[src/hdl/paper_tape_absolute_loader_defines.svh]
// assertion macros shared by the loader rtl
`ifndef PAPER_TAPE_ABSOLUTE_LOADER_DEFINES_SVH
`define PAPER_TAPE_ABSOLUTE_LOADER_DEFINES_SVH

// condition implies consequence in the same cycle
`define PTAL_ASSERT_SAME(label, ante, cons, msg) \
    label: assert property (@(posedge clk) disable iff (!rst_n) (ante) |-> (cons)) \
        else $error(msg);

// condition implies consequence in the next cycle
`define PTAL_ASSERT_NEXT(label, ante, cons, msg) \
    label: assert property (@(posedge clk) disable iff (!rst_n) (ante) |=> (cons)) \
        else $error(msg);

`endif

[src/hdl/ptal_pkg.sv]
package ptal_pkg;

    // parser phase codes
    localparam logic [3:0] PH_HUNT_LO = 4'd0;
    localparam logic [3:0] PH_HUNT_HI = 4'd1;
    localparam logic [3:0] PH_CNT_LO  = 4'd2;
    localparam logic [3:0] PH_CNT_HI  = 4'd3;
    localparam logic [3:0] PH_ADR_LO  = 4'd4;
    localparam logic [3:0] PH_ADR_HI  = 4'd5;
    localparam logic [3:0] PH_DAT_LO  = 4'd6;
    localparam logic [3:0] PH_DAT_HI  = 4'd7;
    localparam logic [3:0] PH_SUM     = 4'd8;

    // result event codes
    localparam logic [1:0] EV_WRITE    = 2'd0;
    localparam logic [1:0] EV_COMPLETE = 2'd1;
    localparam logic [1:0] EV_ERROR    = 2'd2;

    // frame constants
    localparam logic [7:0]  START_BYTE      = 8'd1;
    localparam logic [15:0] HEADER_BYTES    = 16'd6;
    localparam logic [15:0] END_ADDRESS     = 16'd1;

    typedef struct packed {
        logic [7:0] tape_byte;
        logic       end_of_tape;
    } ptal_item_t;

    typedef struct packed {
        logic        emit;
        logic [1:0]  event_res;
        logic [15:0] word_address;
        logic [15:0] word_data;
    } ptal_result_t;

endpackage

[src/hdl/ptal_parser.sv]
`include "paper_tape_absolute_loader_defines.svh"

module ptal_parser (
    input  logic                  clk,
    input  logic                  rst_n,
    input  logic                  step,
    input  ptal_pkg::ptal_item_t  item,
    output ptal_pkg::ptal_result_t result
);
    import ptal_pkg::*;

    logic [3:0]  phase_reg, phase_next;
    logic [7:0]  frame_sum_reg, frame_sum_next;
    logic [15:0] frame_count_reg, frame_count_next;
    logic [15:0] write_pointer_reg, write_pointer_next;
    logic [14:0] words_left_reg, words_left_next;
    logic [7:0]  held_low_byte_reg, held_low_byte_next;
    logic        finished_reg, finished_next;

    logic [15:0] word_val;
    logic [7:0]  sum_add;
    logic [15:0] data_len;
    logic [14:0] words_dec;

    assign word_val  = {item.tape_byte, held_low_byte_reg};
    assign sum_add   = frame_sum_reg + item.tape_byte;
    assign data_len  = frame_count_reg - HEADER_BYTES;
    assign words_dec = words_left_reg - 15'd1;

    // next state and result for one tape byte
    always_comb
    begin
        phase_next         = phase_reg;
        frame_sum_next     = frame_sum_reg;
        frame_count_next   = frame_count_reg;
        write_pointer_next = write_pointer_reg;
        words_left_next    = words_left_reg;
        held_low_byte_next = held_low_byte_reg;
        finished_next      = finished_reg;
        result             = '0;

        if (step && !finished_reg)
        begin
            if (item.end_of_tape)
            begin
                finished_next = 1'b1;
                result.emit   = 1'b1;
                if (phase_reg == PH_HUNT_LO || phase_reg == PH_HUNT_HI)
                    result.event_res = EV_COMPLETE;
                else
                    result.event_res = EV_ERROR;
            end
            else
            begin
                case (phase_reg)
                    PH_HUNT_LO:
                    begin
                        if (item.tape_byte == START_BYTE)
                        begin
                            frame_sum_next = START_BYTE;
                            phase_next     = PH_HUNT_HI;
                        end
                    end
                    PH_HUNT_HI:
                    begin
                        frame_sum_next = sum_add;
                        phase_next     = (item.tape_byte == 8'd0) ? PH_CNT_LO : PH_HUNT_LO;
                    end
                    PH_CNT_LO, PH_ADR_LO, PH_DAT_LO:
                    begin
                        frame_sum_next     = sum_add;
                        held_low_byte_next = item.tape_byte;
                        phase_next         = phase_reg + 4'd1;
                    end
                    PH_CNT_HI:
                    begin
                        frame_sum_next   = sum_add;
                        frame_count_next = word_val;
                        phase_next       = PH_ADR_LO;
                    end
                    PH_ADR_HI:
                    begin
                        frame_sum_next     = sum_add;
                        write_pointer_next = word_val;
                        if (word_val == END_ADDRESS)
                        begin
                            finished_next    = 1'b1;
                            result.emit      = 1'b1;
                            result.event_res = EV_COMPLETE;
                        end
                        else if (frame_count_reg == 16'd0)
                        begin
                            phase_next = PH_HUNT_LO;
                        end
                        else if (data_len[0])
                        begin
                            finished_next    = 1'b1;
                            result.emit      = 1'b1;
                            result.event_res = EV_ERROR;
                        end
                        else
                        begin
                            words_left_next    = data_len[15:1];
                            write_pointer_next = {1'b0, word_val[15:1]};
                            phase_next = (data_len[15:1] != 15'd0) ? PH_DAT_LO : PH_SUM;
                        end
                    end
                    PH_DAT_HI:
                    begin
                        frame_sum_next      = sum_add;
                        write_pointer_next  = write_pointer_reg + 16'd1;
                        words_left_next     = words_dec;
                        phase_next          = (words_dec != 15'd0) ? PH_DAT_LO : PH_SUM;
                        result.emit         = 1'b1;
                        result.event_res    = EV_WRITE;
                        result.word_address = write_pointer_reg;
                        result.word_data    = word_val;
                    end
                    PH_SUM:
                    begin
                        frame_sum_next = sum_add;
                        if (sum_add != 8'd0)
                        begin
                            finished_next    = 1'b1;
                            result.emit      = 1'b1;
                            result.event_res = EV_ERROR;
                        end
                        else
                        begin
                            phase_next = PH_HUNT_LO;
                        end
                    end
                    default:
                    begin
                        phase_next = PH_HUNT_LO;
                    end
                endcase
            end
        end
    end

    // parser state
    always_ff @(posedge clk or negedge rst_n)
    begin
        if (!rst_n)
        begin
            phase_reg         <= PH_HUNT_LO;
            frame_sum_reg     <= '0;
            frame_count_reg   <= '0;
            write_pointer_reg <= '0;
            words_left_reg    <= '0;
            held_low_byte_reg <= '0;
            finished_reg      <= 1'b0;
        end
        else
        begin
            phase_reg         <= phase_next;
            frame_sum_reg     <= frame_sum_next;
            frame_count_reg   <= frame_count_next;
            write_pointer_reg <= write_pointer_next;
            words_left_reg    <= words_left_next;
            held_low_byte_reg <= held_low_byte_next;
            finished_reg      <= finished_next;
        end
    end

    // checks
    `PTAL_ASSERT_NEXT(a_finished_sticks, finished_reg, finished_reg,
        "loader left the finished state without reset")
    `PTAL_ASSERT_SAME(a_write_from_data, result.emit && result.event_res == EV_WRITE,
        phase_reg == PH_DAT_HI, "word write outside a data high byte")
    `PTAL_ASSERT_NEXT(a_stop_finishes, result.emit && result.event_res != EV_WRITE,
        finished_reg, "complete or error did not stop the loader")
    `PTAL_ASSERT_SAME(a_data_has_words, phase_reg == PH_DAT_LO || phase_reg == PH_DAT_HI,
        words_left_reg != 15'd0, "data phase with no words left")

endmodule

[src/hdl/paper_tape_absolute_loader.sv]
// Absolute paper-tape loader: takes one tape byte (or an end-of-tape mark) per
// transaction and reports word writes, load complete or tape error. One byte
// is accepted every cycle unless the result register stalls; a byte sits in
// the input register while the parser works on it, and its result is then
// registered in the result register that drives the result channel. The only
// stall comes from the result register: when it holds an undelivered
// transaction and res_ready is low, the pending byte in the input register
// waits and tape_ready drops. After complete or error all further bytes are
// accepted and dropped until reset.
`include "paper_tape_absolute_loader_defines.svh"

module paper_tape_absolute_loader (
    input  logic        clk,
    input  logic        rst_n,
    input  logic        tape_valid,
    output logic        tape_ready,
    input  logic [7:0]  tape_byte,
    input  logic        end_of_tape,
    output logic        res_valid,
    input  logic        res_ready,
    output logic [1:0]  event_res,
    output logic [15:0] word_address,
    output logic [15:0] word_data
);
    import ptal_pkg::*;

    logic         item_valid_reg, item_valid_next;
    ptal_item_t   item_reg;
    logic         res_valid_reg, res_valid_next;
    ptal_result_t res_reg;
    ptal_result_t step_result;
    logic         advance;

    // input register moves into the result slot when it is free or draining
    assign advance    = item_valid_reg && (!res_valid_reg || res_ready);
    assign tape_ready = !item_valid_reg || advance;

    ptal_parser u_parser (
        .clk    (clk),
        .rst_n  (rst_n),
        .step   (advance),
        .item   (item_reg),
        .result (step_result)
    );

    // valid flags
    always_comb
    begin
        item_valid_next = item_valid_reg;
        if (tape_valid && tape_ready)
            item_valid_next = 1'b1;
        else if (advance)
            item_valid_next = 1'b0;

        res_valid_next = res_valid_reg;
        if (advance)
            res_valid_next = step_result.emit;
        else if (res_ready)
            res_valid_next = 1'b0;
    end

    always_ff @(posedge clk or negedge rst_n)
    begin
        if (!rst_n)
        begin
            item_valid_reg <= 1'b0;
            res_valid_reg  <= 1'b0;
        end
        else
        begin
            item_valid_reg <= item_valid_next;
            res_valid_reg  <= res_valid_next;
        end
    end

    // payload registers
    always_ff @(posedge clk)
    begin
        if (tape_valid && tape_ready)
        begin
            item_reg.tape_byte   <= tape_byte;
            item_reg.end_of_tape <= end_of_tape;
        end
        if (advance)
            res_reg <= step_result;
    end

    assign res_valid    = res_valid_reg;
    assign event_res    = res_reg.event_res;
    assign word_address = res_reg.word_address;
    assign word_data    = res_reg.word_data;

    // checks
    `PTAL_ASSERT_NEXT(a_stall_holds_item, item_valid_reg && !advance,
        item_valid_reg && $stable(item_reg), "pending tape byte lost during stall")
    `PTAL_ASSERT_SAME(a_ready_when_free, !item_valid_reg, tape_ready,
        "empty input register refused a transaction")
    `PTAL_ASSERT_NEXT(a_emit_shows, advance && step_result.emit, res_valid,
        "parser result did not reach the result channel")

endmodule

[config.mk]
export PLATFORM = sky130hd
export DESIGN_NAME = paper_tape_absolute_loader
export DESIGN_NICKNAME = d
export VERILOG_FILES = /design/src/hdl/ptal_pkg.sv /design/src/hdl/ptal_parser.sv /design/src/hdl/paper_tape_absolute_loader.sv
export VERILOG_INCLUDE_DIRS = /design/src /design/src/hdl
export SDC_FILE = /design/constraint.sdc
export NUM_CORES = 1
export LEC_CHECK = 0
export BUFFER_PORTS_ARGS = -buffer_cell sky130_fd_sc_hd__buf_2
export CAP_MARGIN = 20
export CORE_MARGIN = 2
export CORE_UTILIZATION = 40
export DETAILED_ROUTE_END_ITERATION = 16
export GPL_ROUTABILITY_DRIVEN = 1
export HOLD_SLACK_MARGIN = 0.08
export PLACE_DENSITY = 0.62
export SLEW_MARGIN = 5
export SYNTH_ARGS = -nofsm -noshare
export SYNTH_HDL_FRONTEND = slang
export SYNTH_SLANG_ARGS = --single-unit
[constraint.sdc]
create_clock -name clk -period 2.6 [get_ports clk]
set_input_delay 0.26 -clock clk [delete_from_list [all_inputs] [get_ports clk]]
set_output_delay 0.26 -clock clk [all_outputs]
set_load 0.1 [all_outputs]
### After elaboration in Yosys (flattened, before gate mapping)

Cells that the tools add are included.

* bits of input ports: 13
* word-level logic and storage cells: 110
* flip-flop bits (word level): 113

* bitwise logic cells: 3
* mux-type cells: 39
* reductions and logical operators: 30
* equal/unequal tests: 19
* add/sub/neg operators: 5

Operators by type and width (number)
* 32-bit 2-to-1 mux: 2
* 16-bit 2-to-1 mux: 3
* 15-bit 2-to-1 mux: 3
* 35-bit 2-to-1 mux: 1
* 16-bit one-hot mux with 2 select lines: 1
* 15-bit one-hot mux with 2 select lines: 1
* 15-bit nonzero test: 2
* 4-bit 2-to-1 mux: 7
* 4-bit one-hot mux with 7 select lines: 1
* 16-bit by 1-bit adder with 16-bit output (second input constant): 1
* 16-bit by 1-bit == test with 1-bit output (second input constant): 1
* 4-bit by 3-bit == test with 1-bit output (second input constant): 4
* 16-bit logical NOT: 1
* 8-bit one-hot mux with 2 select lines: 1
* 16-bit by 3-bit subtractor with 16-bit output (second input constant): 1
* 3-bit 2-to-1 mux: 5
* 15-bit by 1-bit subtractor with 15-bit output (second input constant): 1
* 6-bit AND reduction: 2
* 2-bit inequality test (second input constant): 5
* 1-bit 2-to-1 mux: 9
* 3-bit one-hot mux with 3 select lines: 1
* 3-bit AND reduction: 3
* 8-bit adder: 1
* 4-bit by 2-bit == test with 1-bit output (second input constant): 2
* other kinds (24): 37

### Depth between registers and ports, before layout

Gate-level depths: netlist of the first run.

* depth in word-level cells: 8
* gate-level depth with buffers: 9
* gate-level depth less buffers: 9

### By module

Synthesis of the first run repeated with hierarchy kept, for this count alone.

* cell total of the unflattened synthesis: 602
* area total of the unflattened synthesis: 6228.5 um^2

Modules (own cells, without submodules)
* ptal_parser: seq. area each 1701.6 um^2, area an instance 4830.9 um^2, times used 1, cells each 550
* paper_tape_absolute_loader: seq. area each 1341.3 um^2, area an instance 1397.6 um^2, times used 1, cells each 52

### Worst setup path before layout of the first run

OpenSTA, ideal clock, no wires.

* path kind: reg2reg
* from: register item_reg[1] (netlist name)
* to: register u_parser.phase_reg[3]
* data required time: 2.474 ns
* library setup time: 0.126 ns
* setup slack: -0.176 ns
* cell stages (with the launch flop): 10
* buffers on the path: 0
* data arrival time: 2.650 ns
* cell sequence: edfxtp_1 -> ha_1 -> fa_1 -> a211oi_1 -> o21bai_1 -> a21oi_1 -> xnor2_1 -> o41a_1 -> nand2b_1 -> o32a_1

* cells in the longest elaborated chain, start to end: 4
* elaborated cells between the ends (all ways): 8
* classes of those cells: 1 x add/sub; 5 x eq/ne; 2 x reduce/logical

RTL lines
* start, declared: RTL line paper_tape_absolute_loader.sv:28 `ptal_item_t item_reg;`
* 8-bit adder: RTL line ptal_parser.sv:26 `assign sum_add = frame_sum_reg + item.tape_byte;`
* 8-bit nonzero test: RTL line ptal_parser.sv:122 `if (sum_add != 8'd0)`
* 2-bit inequality test (no source line)
* 6-bit AND reduction (no source line) *
* end signal, assigned: RTL line ptal_parser.sv:157 `phase_reg <= phase_next;`
* end, declared: RTL line ptal_parser.sv:12 `logic [3:0] phase_reg, phase_next;`

Every way passes the cells marked *; elsewhere a longest branch is shown, timed or not.
A chain may end at the register's enable or synchronous reset.

### Worst setup path in the final report of the first run

Ends and elaborated chain as after synthesis.

==> run_results.csv, run 1 <==
group,metric,value,unit
place,placed_area,0.00698,mm²
sta,max-slew-margin-rel,53.0,%
clocking,cts_root_buf,"clkbuf_16",
global_routing,busiest_layer,"met2",
setup_path,worstReg2RegStart,"item_reg[1]",
setup_path,cp_num_buf_inv,0,
floorplan,chipWidth,128,µm
drt,vias,5115,
sta,setup_ws,-0.0550,ns
global_routing,grt_pass1_wl,25.8,mm
drt,first_pass_iters,5,
floorplan,core-area,0.0151,mm²
layout,final_util,51.9,%
pwr,p_int,3910,µW
worst_hold_path,hold_class,"in2reg",
setup_path,crit_chain,"ha_2 > fa_2 > a211oi_2 > o21bai_1 > a21oi_2 > xnor2_1 > o41a_1 > nand2b_4 > o32a_1",
pwr,p_clk_share,48.2,%
synthesis,ys_types,64,
synthesis,synth_flop_cell,"dfrtp_1",
setup_path,crit_arrival,2.95,ns
setup_path,crit_slowest_cell,"o41a_1",
outcome,status,"finished with violations",
setup_path,critPathMaxStageDelay,0.48,ns
global_routing,grt_max_degree,81,
sta,worst_pin_slew,0.705,ns
outcome,violations,"setup timing",
sta,finClkSkew,0.00813,ns
place,numPortBuffers,48,
clocking,path_clk_slew,0.06,ns
pwr,p_leak,0.00359,µW
sta,max_clock_freq,377,MHz
pwr,switching_share,26.1,%
synthesis,synthArstFlopShare,61.9,%
drt,totalWireLength,16.1,mm
setup_path,cp-end-kind,"flop",
layout,antenna_cells,0,
pwr,combPwrFrac,14.2,%
clocking,cts_tree,"built",
drt,routed_via_density,5.63,
setup_path,path_delay_family,"compound AO/OA/AOI/OAI gates",
global_routing,gr-usage-met1,26.0,%
clocking,cts_sinks,113,
clocking,cts_buffers,17,
global_routing,use_met2,33.0,%
sta,rsz0062_at_grt,"yes",
pwr,seqPwrFrac,37.6,%
pwr,peakVddDrop,0.000446,V
setup_path,path_class,"reg2reg",
layout,final_area,0.00786,mm²
drt,drc,0,
pwr,p_switching,1380,µW
sta,finalCriticalPeriod,2.65,ns
pwr,power_density,673,mW/mm²
floorplan,row_count,45,
global_routing,first_global_vias,5095,
setup_path,crit_required,2.89,ns
clocking,cts_max_path_buffers,2,
place,dpl.hpwl,11.0,mm
floorplan,die_y,128,µm
layout,synthToLayoutAreaGrowth,27.3,%
setup_path,start_kind,"flop",
synthesis,synth_edf_count,43,
drt,wire_per_inst,17.7,µm
sta,finalCritPeriodShare,102,%
floorplan,start_util,40.8,%
global_routing,antenna_found_initial,0,
synthesis,synth.avg_cell_area,10.3,µm²
clocking,clkLatencyLatePin,0.42,ns
synthesis,synth.ff_latch_count,113,
sta,setup_viol_count_final,3,
worst_hold_path,hold_start,"res_ready",
place,place_inst,860,
global_routing,grt.overflow.total,0,
run,drv_cap,0,
place,gp_congestion,0.909,
sta,hold_viol_final,0,
synthesis,yosysSeqAreaShare,49.3,%
setup_path,critPathLaunch,"item_reg[1]",
layout,drive_above_1_share,26.6,%
global_routing,grtUsageTotal,20.3,%
drt,drtAntennaViolNets,0,
floorplan,io_pins,49,
drt,drtIter0Drc,444,
synthesis,ys_warn_count,0,
layout,stdcell_count,909,
floorplan,die-area,0.0164,mm²
setup_path,critical_path.max_fanout,3,
synthesis,synth_nets,627,
clocking,htreeDepth,4,
synthesis,syn_inst,597,
layout,final_nets,738,
global_routing,grt_util_met3,4.97,%
sta,slew_violations,0,
synthesis,synthesis.area,0.00617,mm²
==> metal layers <==
metal	share of wire, %	vias to the layer above
met5	0	-
met4	1.9	0
met3	4.1	20
met2	48	151
met1	46	2489
li1	-	2455
==> kinds of logic after synthesis <==
logic type	after synthesis	share of synthesized area, %
AO/OA/AOI/OAI	149	15.6
XOR/XNOR	24	3.41
adder cells (fa/ha/maj)	17	3.57
buffers and inverters	35	2.29
flip-flops	113	49.3
multiplexers	36	6.43
AND/OR/NAND/NOR	223	19.4
==> layout by cell type, fill, tap and decap left out, types with 7 or more instances in the layout <==
cell and instances:
edfxtp_1 43, o22ai_1 9, mux2i_1 7, dlygate4sd3_1 11, dfrtp_1 70, nand2b_1 13, buf_4 58, xnor2_1 17
o21ai_0 29, clkbuf_16 17, mux2_2 29, xor2_1 7, nand2_1 50, ha_1 14, a21oi_1 46, nor2_1 45
nand3_1 16, inv_1 8, nor3_1 14, buf_2 48, and3_1 37
==> through the flow <==
| stage | setup TNS, ns | setup WS, ns | hold WS, ns | total power [µW] |
|---|---|---|---|---|
| finish | -0.0842 | -0.0550 | 0.182 | 5290 |
| detailed placement | -0.165 | -0.0999 | 0.324 | 2720 |
| global route | -0.559 | -0.150 | 0.172 | 5480 |
| global placement | -0.0687 | -0.0605 | 0.313 | 2710 |
| CTS | -0.0481 | -0.0442 | 0.169 | 5300 |
| floorplan | -0.0301 | -0.0301 | -0.0356 | 2500 |
==> power by group through the flow <==
stage / clock network, µW / logic [µW] / registers (µW)
finish: 2550 / 751 / 1980
global route: 2670 / 815 / 1990
CTS: 2580 / 740 / 1980
detailed placement: 0 / 708 / 2020
global placement: 0 / 700 / 2010
floorplan: 0 / 355 / 2150
==> worst paths after layout <==
check | end | slack, ns | cells past startpoint
worst max-delay path | u_parser.phase_reg[3] | -0.05 | 9
worst min-delay path | item_valid_reg | 0.18 | 4
worst max register to register | u_parser.phase_reg[3] | -0.05 | 9
worst min register to register | u_parser.frame_sum_reg[3] | 0.49 | 2
max in group asynchronous | u_parser.held_low_byte_reg[1] | 1.42 | 3
min in group asynchronous | u_parser.words_left_reg[11] | 0.41 | 2
==> cell type report <==
type                    instances  area [µm²]
clock inverters                13         210
flip-flops and latches        113        3040
well taps                     188         235
fillers                      1323        7290
multi-input cells             449        3080
clock buffers                  19         433
inverters                       8        30.0
repair buffers                119         826
==> tightest hold or removal path, stage by stage <==
cell and delay [ns]:
buf_2 0.09, nor2b_1 0.06, nand2_1 0.09, nand2b_1 0.06
==> cell usage after synthesis (3+ instances only) <==
| cell type | instances | share of area [%] |
|---|---|---|
| a211oi_1 | 4 | 0.49 |
| a21o_1 | 4 | 0.49 |
| a21oi_1 | 47 | 3.8 |
| a22o_1 | 5 | 0.71 |
| a2bb2oi_1 | 3 | 0.43 |
| a31oi_1 | 7 | 0.71 |
| a32oi_1 | 4 | 0.57 |
| and2_1 | 6 | 0.61 |
| and3_1 | 37 | 3.8 |
| clkbuf_1 | 24 | 1.5 |
| dfrtp_1 | 70 | 28 |
| edfxtp_1 | 43 | 21 |
| ha_1 | 16 | 3.2 |
| inv_1 | 8 | 0.49 |
| mux2_2 | 29 | 5.3 |
| mux2i_1 | 7 | 1.1 |
| nand2_1 | 50 | 3.0 |
| nand2b_1 | 14 | 1.4 |
| nand3_1 | 16 | 1.3 |
| nand3b_1 | 3 | 0.36 |
| nand4_1 | 5 | 0.51 |
| nor2_1 | 45 | 2.7 |
| nor3_1 | 16 | 1.3 |
| nor3b_1 | 3 | 0.36 |
| nor4_1 | 7 | 0.71 |
| o21ai_0 | 29 | 2.4 |
| o21bai_1 | 3 | 0.36 |
| o22a_1 | 6 | 0.85 |
| o22ai_1 | 9 | 0.91 |
| o31ai_1 | 6 | 0.73 |
| or3_1 | 6 | 0.61 |
| xnor2_1 | 17 | 2.4 |
| xor2_1 | 7 | 0.99 |
==> what timing repair did <==
item,in CTS,in global routing
hold endpoints to repair,34,0
resized for setup,4,9
setup buffers,1,5
hold buffers,11,0
endpoints found under the setup margin,3,8
pin swaps,4,7
Note: power is estimated with default switching activity, not from simulation.
==> run 2, diff against run 1 <==
Settings changed: CORE_UTILIZATION 40 to 49, PLACE_DENSITY 0.62 to 0.73, SLEW_MARGIN 5 to not set.
==> run 2 against run 1 <==
  * The run still ends with setup timing left
  * Cell count decreased by 2.2%
  * Via count increased by 3.3%
  * Total power decreased by 6.1%
  * Maximum frequency decreased by 6.1%
  * Cell area decreased by 1.0%
  * Global-route usage increased by 4.5 points
  * Hold slack got worse by 0.016 ns
  * Die area decreased by 18%
  * Sequential cell count unchanged
  * First-iteration DRC count increased by 33%
==> run_results.csv, run 2 (same netlist as run 1, synthesis figures left out) <==
group,metric,value,unit
sta,rsz0062_at_grt,"yes",
clocking,path_clk_slew,0.06,ns
sta,hold_slack,0.165,ns
sta,finalCritPeriodShare,109,%
sta,finClkSkew,0.0113,ns
drt,drtIter0Drc,591,
clocking,htreeDepth,4,
layout,final_util,63.9,%
clocking,cts_buffers,17,
global_routing,antenna_found_initial,0,
clocking,cts_root_buf,"clkbuf_16",
layout,final_cell_mix,"68 x dfrtp_1, 56 x buf_4, 50 x nand2_1, 48 x buf_2, 47 x a21oi_1",
sta,hold_viol_final,0,
setup_path,cp_num_buf_inv,0,
clocking,clkLatencyLatePin,0.42,ns
sta,slew_violations,0,
floorplan,io_pins,49,
place,pre_cts_ws,-0.128,ns
worst_hold_path,hold_class,"in2reg",
global_routing,grt_max_degree,81,
layout,drive_above_1_share,27.6,%
setup_path,r2r_end,"u_parser.phase_reg[3]",
clocking,cts_sinks,113,
global_routing,grt.overflow.total,0,
run,drv_cap,0,
drt,wire_per_inst,18.3,µm
place,numPortBuffers,48,
setup_path,crit_chain,"ha_2 > fa_2 > a211oi_2 > o21bai_1 > a21oi_1 > xnor2_1 > o41a_1 > nand2b_4 > o32a_1",
layout,synthToLayoutAreaGrowth,26.0,%
clocking,cts_tree,"built",
setup_path,cp-end-kind,"flop",
floorplan,row_count,40,
clocking,cts_max_path_buffers,2,
pwr,peakVddDrop,0.000383,V
sta,finalCriticalPeriod,2.83,ns
layout,final_common_cell,"dfrtp_1",
sta,max-slew-margin-rel,51.1,%
outcome,status,"finished with violations",
setup_path,start_kind,"flop",
pwr,power_density,638,mW/mm²
setup_path,path_depth,9,
outcome,violations,"setup timing",
setup_path,reg2reg_slack,-0.23,ns
drt,drtAntennaViolNets,0,
setup_path,path_class,"reg2reg",
sta,max_clock_freq,354,MHz
layout,final_nets,737,
sta,setup_ws,-0.228,ns
global_routing,grt_pass1_wl,25.7,mm
pwr,p_leak,0.00353,µW
floorplan,die_y,116,µm
floorplan,core-area,0.0122,mm²
global_routing,first_global_vias,5107,
worst_hold_path,hold_end,"res_valid",
setup_path,crit_arrival,3.13,ns
setup_path,crit_slowest_cell,"o41a_1",
place,dpl.hpwl,10.7,mm
floorplan,chipWidth,116,µm
setup_path,crit_required,2.90,ns
setup_path,reg2regPathDepth,9,
drt,totalWireLength,16.2,mm
worst_hold_path,hold_depth,3,
drt,first_pass_iters,5,
sta,setup_viol_count_final,6,
setup_path,critPathMaxStageDelay,0.52,ns
setup_path,critical_path.max_fanout,3,
global_routing,grtUsageTotal,24.8,%
floorplan,die-area,0.0135,mm²
floorplan,start_util,50.8,%
place,gp_congestion,0.915,
drt,vias,5283,
worst_hold_path,hold_start,"res_ready",
drt,routed_via_density,5.94,
setup_path,worstReg2RegStart,"item_reg[1]",
setup_path,path_delay_family,"compound AO/OA/AOI/OAI gates",
drt,drc,0,
sta,worst_pin_slew,0.724,ns
-- run 2: changes by cell type in the layout (fill, tap and decap cells not counted), sizes merged --
cell / previous run / this run
bufinv: 5 / 1
clkinvlp: 1 / 5
clkbuf: 19 / 17
inv: 10 / 12
buf: 108 / 107
diode: 0 / 1
-- run 2: what timing repair did --
action | CTS | global route
pin swaps | 5 | 10
setup buffers | 1 | 6
setup endpoints to repair | 4 | 21
gates resized for setup | 2 | 19
hold buffers | 11 | 0
gates cloned | 0 | 0
endpoints found under the hold margin | 38 | 0
-- run 2: cell type report --
type                    count  area (µm²)
inverters                   8        30.0
clock inverters            15         134
multi-input cells         449        3110
fillers                   930        4390
repair buffers            118         822
clock buffers              17         425
flip-flops and latches    113        3050
diodes                      1        2.50
well taps                 168         210
-- run 2: per-stage QoR --
stage | instance area [µm²] | power [µW] | cells | TNS (ns)
floorplan | 6180 | 2500 | 597 | -0.0301
global placement | 6940 | 2690 | 838 | -0.0658
detailed placement | 6940 | 2720 | 838 | -0.291
CTS | 7630 | 4930 | 882 | -0.270
global route | 7770 | 5130 | 888 | -1.61
finish | 7770 | 4960 | 889 | -0.944
-- run 2: worst reg2reg max path, cell delays in order (launching register included) --
cell and delay, ns:
edfxtp_1 0.39, ha_2 0.20, fa_2 0.35, a211oi_2 0.30
o21bai_1 0.12, a21oi_1 0.20, xnor2_1 0.12, o41a_1 0.52
nand2b_4 0.19, o32a_1 0.34
-- run 2: worst max-delay path by stage --
stage                startpoint  slack, ns                    end
finish              item_reg[1]      -0.23  u_parser.phase_reg[3]
global route        item_reg[1]      -0.32  u_parser.phase_reg[3]
CTS                 item_reg[1]      -0.12  u_parser.phase_reg[3]
detailed placement  item_reg[1]      -0.13  u_parser.phase_reg[3]
global placement    item_reg[1]      -0.06  u_parser.phase_reg[3]
floorplan           item_reg[1]      -0.03  u_parser.phase_reg[3]
-- run 2: routing by layer --
layer	part of all wire (%)	GRT usage, %	vias to the layer above
met3	5.7	4.93	42
met5	0	0	-
li1	-	-	2460
met1	42	32.5	2575
met4	2.9	11.4	0
met2	49	40.0	206
-- run 2: power by group --
part | switching [µW] | total [µW] | leakage, µW | internal, µW
clock | 872 | 2190 | 0.000260 | 1320
sequential | 63.2 | 1990 | 0.00139 | 1920
combinational | 489 | 787 | 0.00188 | 298
total | 1420 | 4960 | 0.00353 | 3540
==> run 3, diff against run 2 <==
Settings changed: REMOVE_ABC_BUFFERS set to 1, SETUP_SLACK_MARGIN set to 0.02.
==> run 3 against run 2 <==
  * The flow still finishes with violations (setup timing)
  * Cell count up 1.0%
  * Cell area rose by 1.3%
  * Non-clock buffer count increased by 10
  * Critical path type unchanged
  * Critical endpoint unchanged
  * Largest power group unchanged
==> run_results.csv, run 3 (same netlist as run 1, synthesis figures left out) <==
group,metric,value,unit
outcome,status,"finished with violations",
outcome,violations,"setup timing",
global_routing,first_global_vias,4944,
place,dpl.hpwl,10.2,mm
sta,finClkSkew,0.0102,ns
sta,finalCriticalPeriod,2.71,ns
pwr,peakVddDrop,0.000499,V
sta,setup_ws,-0.107,ns
clocking,path_clk_slew,0.05,ns
global_routing,grt_max_degree,81,
setup_path,cp-end-kind,"flop",
run,drv_cap,0,
drt,drtIter0Drc,364,
setup_path,crit_required,2.89,ns
sta,rsz0062_at_grt,"yes",
layout,antenna_cells,0,
sta,setup_viol_count_final,5,
floorplan,io_pins,49,
floorplan,row_count,40,
drt,drtAntennaViolNets,0,
drt,vias,5262,
sta,max-slew-margin-rel,55.4,%
drt,first_pass_iters,5,
layout,synthToLayoutAreaGrowth,27.6,%
clocking,cts_max_path_buffers,2,
setup_path,path_class,"reg2reg",
global_routing,grt.overflow.total,0,
floorplan,die-area,0.0135,mm²
sta,finalCritPeriodShare,104,%
clocking,cts_tree,"built",
clocking,htreeDepth,4,
drt,totalWireLength,15.4,mm
place,placed_area,0.00695,mm²
drt,drc,0,
place,pre_cts_ws,-0.296,ns
global_routing,grtUsageTotal,23.6,%
layout,final_cell_mix,"70 x dfrtp_1, 66 x buf_4, 50 x nand2_1, 48 x buf_2, 47 x a21oi_1",
place,numPortBuffers,48,
sta,hold_viol_final,0,
floorplan,die_y,116,µm
sta,worst_pin_slew,0.669,ns
sta,max_clock_freq,369,MHz
clocking,cts_root_buf,"clkbuf_16",
layout,drive_above_1_share,29.0,%
floorplan,start_util,50.8,%
sta,slew_violations,0,
pwr,power_density,614,mW/mm²
setup_path,crit_arrival,3.00,ns
floorplan,core-area,0.0122,mm²
worst_hold_path,hold_class,"in2reg",
place,gp_congestion,0.977,
pwr,p_leak,0.00362,µW
layout,final_common_cell,"dfrtp_1",
layout,fillers,954,
layout,final_nets,747,
clocking,cts_buffers,17,
layout,final_area,0.00788,mm²
drt,wire_per_inst,17.1,µm
clocking,cts_sinks,113,
floorplan,chipWidth,116,µm
drt,routed_via_density,5.86,
pwr,finalPower,4830,µW
setup_path,start_kind,"flop",
global_routing,antenna_found_initial,0,
setup_path,critical_path.max_fanout,3,
global_routing,grt_pass1_wl,24.5,mm
clocking,clkLatencyLatePin,0.42,ns
run 3: metrics by stage:
stage                     cells  utilization (%)  hold slack, ns  setup TNS [ns]
after floorplan             570                -         -0.0356          -45.76
after global placement      839             57.2           0.312          -0.670
after detailed placement    839             57.2           0.322           -1.02
after CTS                   887             63.2           0.153          -0.240
after global routing        898             64.8           0.190           -1.04
final                       898             64.8           0.171          -0.289
run 3: power breakdown:
part | internal, µW | switching, µW
Clock | 1290 | 795
Sequential | 1930 | 63.3
Combinational | 284 | 472
Total | 3500 | 1330
run 3: cell type report:
type | count | area [µm²] | share of cell area [%]
Clock buffer | 20 | 437 | 5.54
Clock inverter | 12 | 95.1 | 1.21
Inverter | 8 | 30.0 | 0.381
Multi-Input combinational cell | 449 | 3160 | 40.1
Sequential cell | 113 | 3040 | 38.6
Tap cell | 168 | 210 | 2.67
Timing Repair Buffer | 128 | 906 | 11.5
run 3: routing by layer:
layer	vias up	routed length [µm]	global-route usage, %
met5	-	0	0
met1	2556	6680	30.3
li1	2485	-	-
met2	189	7600	39.0
met4	0	226	7.14
met3	32	871	6.95
run 3: worst paths after layout:
path / start / endpoint / slack [ns] / depth (start not counted)
worst max-delay path: item_reg[1] / u_parser.phase_reg[3] / -0.11 / 10
worst min-delay path: res_ready / res_valid / 0.17 / 4
worst max register to register: item_reg[1] / u_parser.phase_reg[3] / -0.11 / 10
worst min register to register: u_parser.frame_sum_reg[4] / u_parser.frame_sum_reg[4] / 0.49 / 2
max in group asynchronous: rst_n / u_parser.write_pointer_reg[8] / 1.88 / 3
min in group asynchronous: rst_n / u_parser.finished_reg / 0.40 / 3
run 3: worst max-delay path, stage by stage, from the launching register on:
cell and delay [ns]:
edfxtp_1 0.38, ha_2 0.20, fa_2 0.35, a211oi_2 0.22, buf_4 0.14, o21bai_1 0.06, a21oi_1 0.16, xnor2_1 0.10
o41a_1 0.48, nand2b_4 0.18, o32a_1 0.30
run 3: repair_timing:
action	CTS	global route
setup buffers	5	12
hold buffers	11	0
pin swaps	13	18
setup endpoints to repair	7	13
gates resized for setup	11	20
hold endpoints to repair	80	0
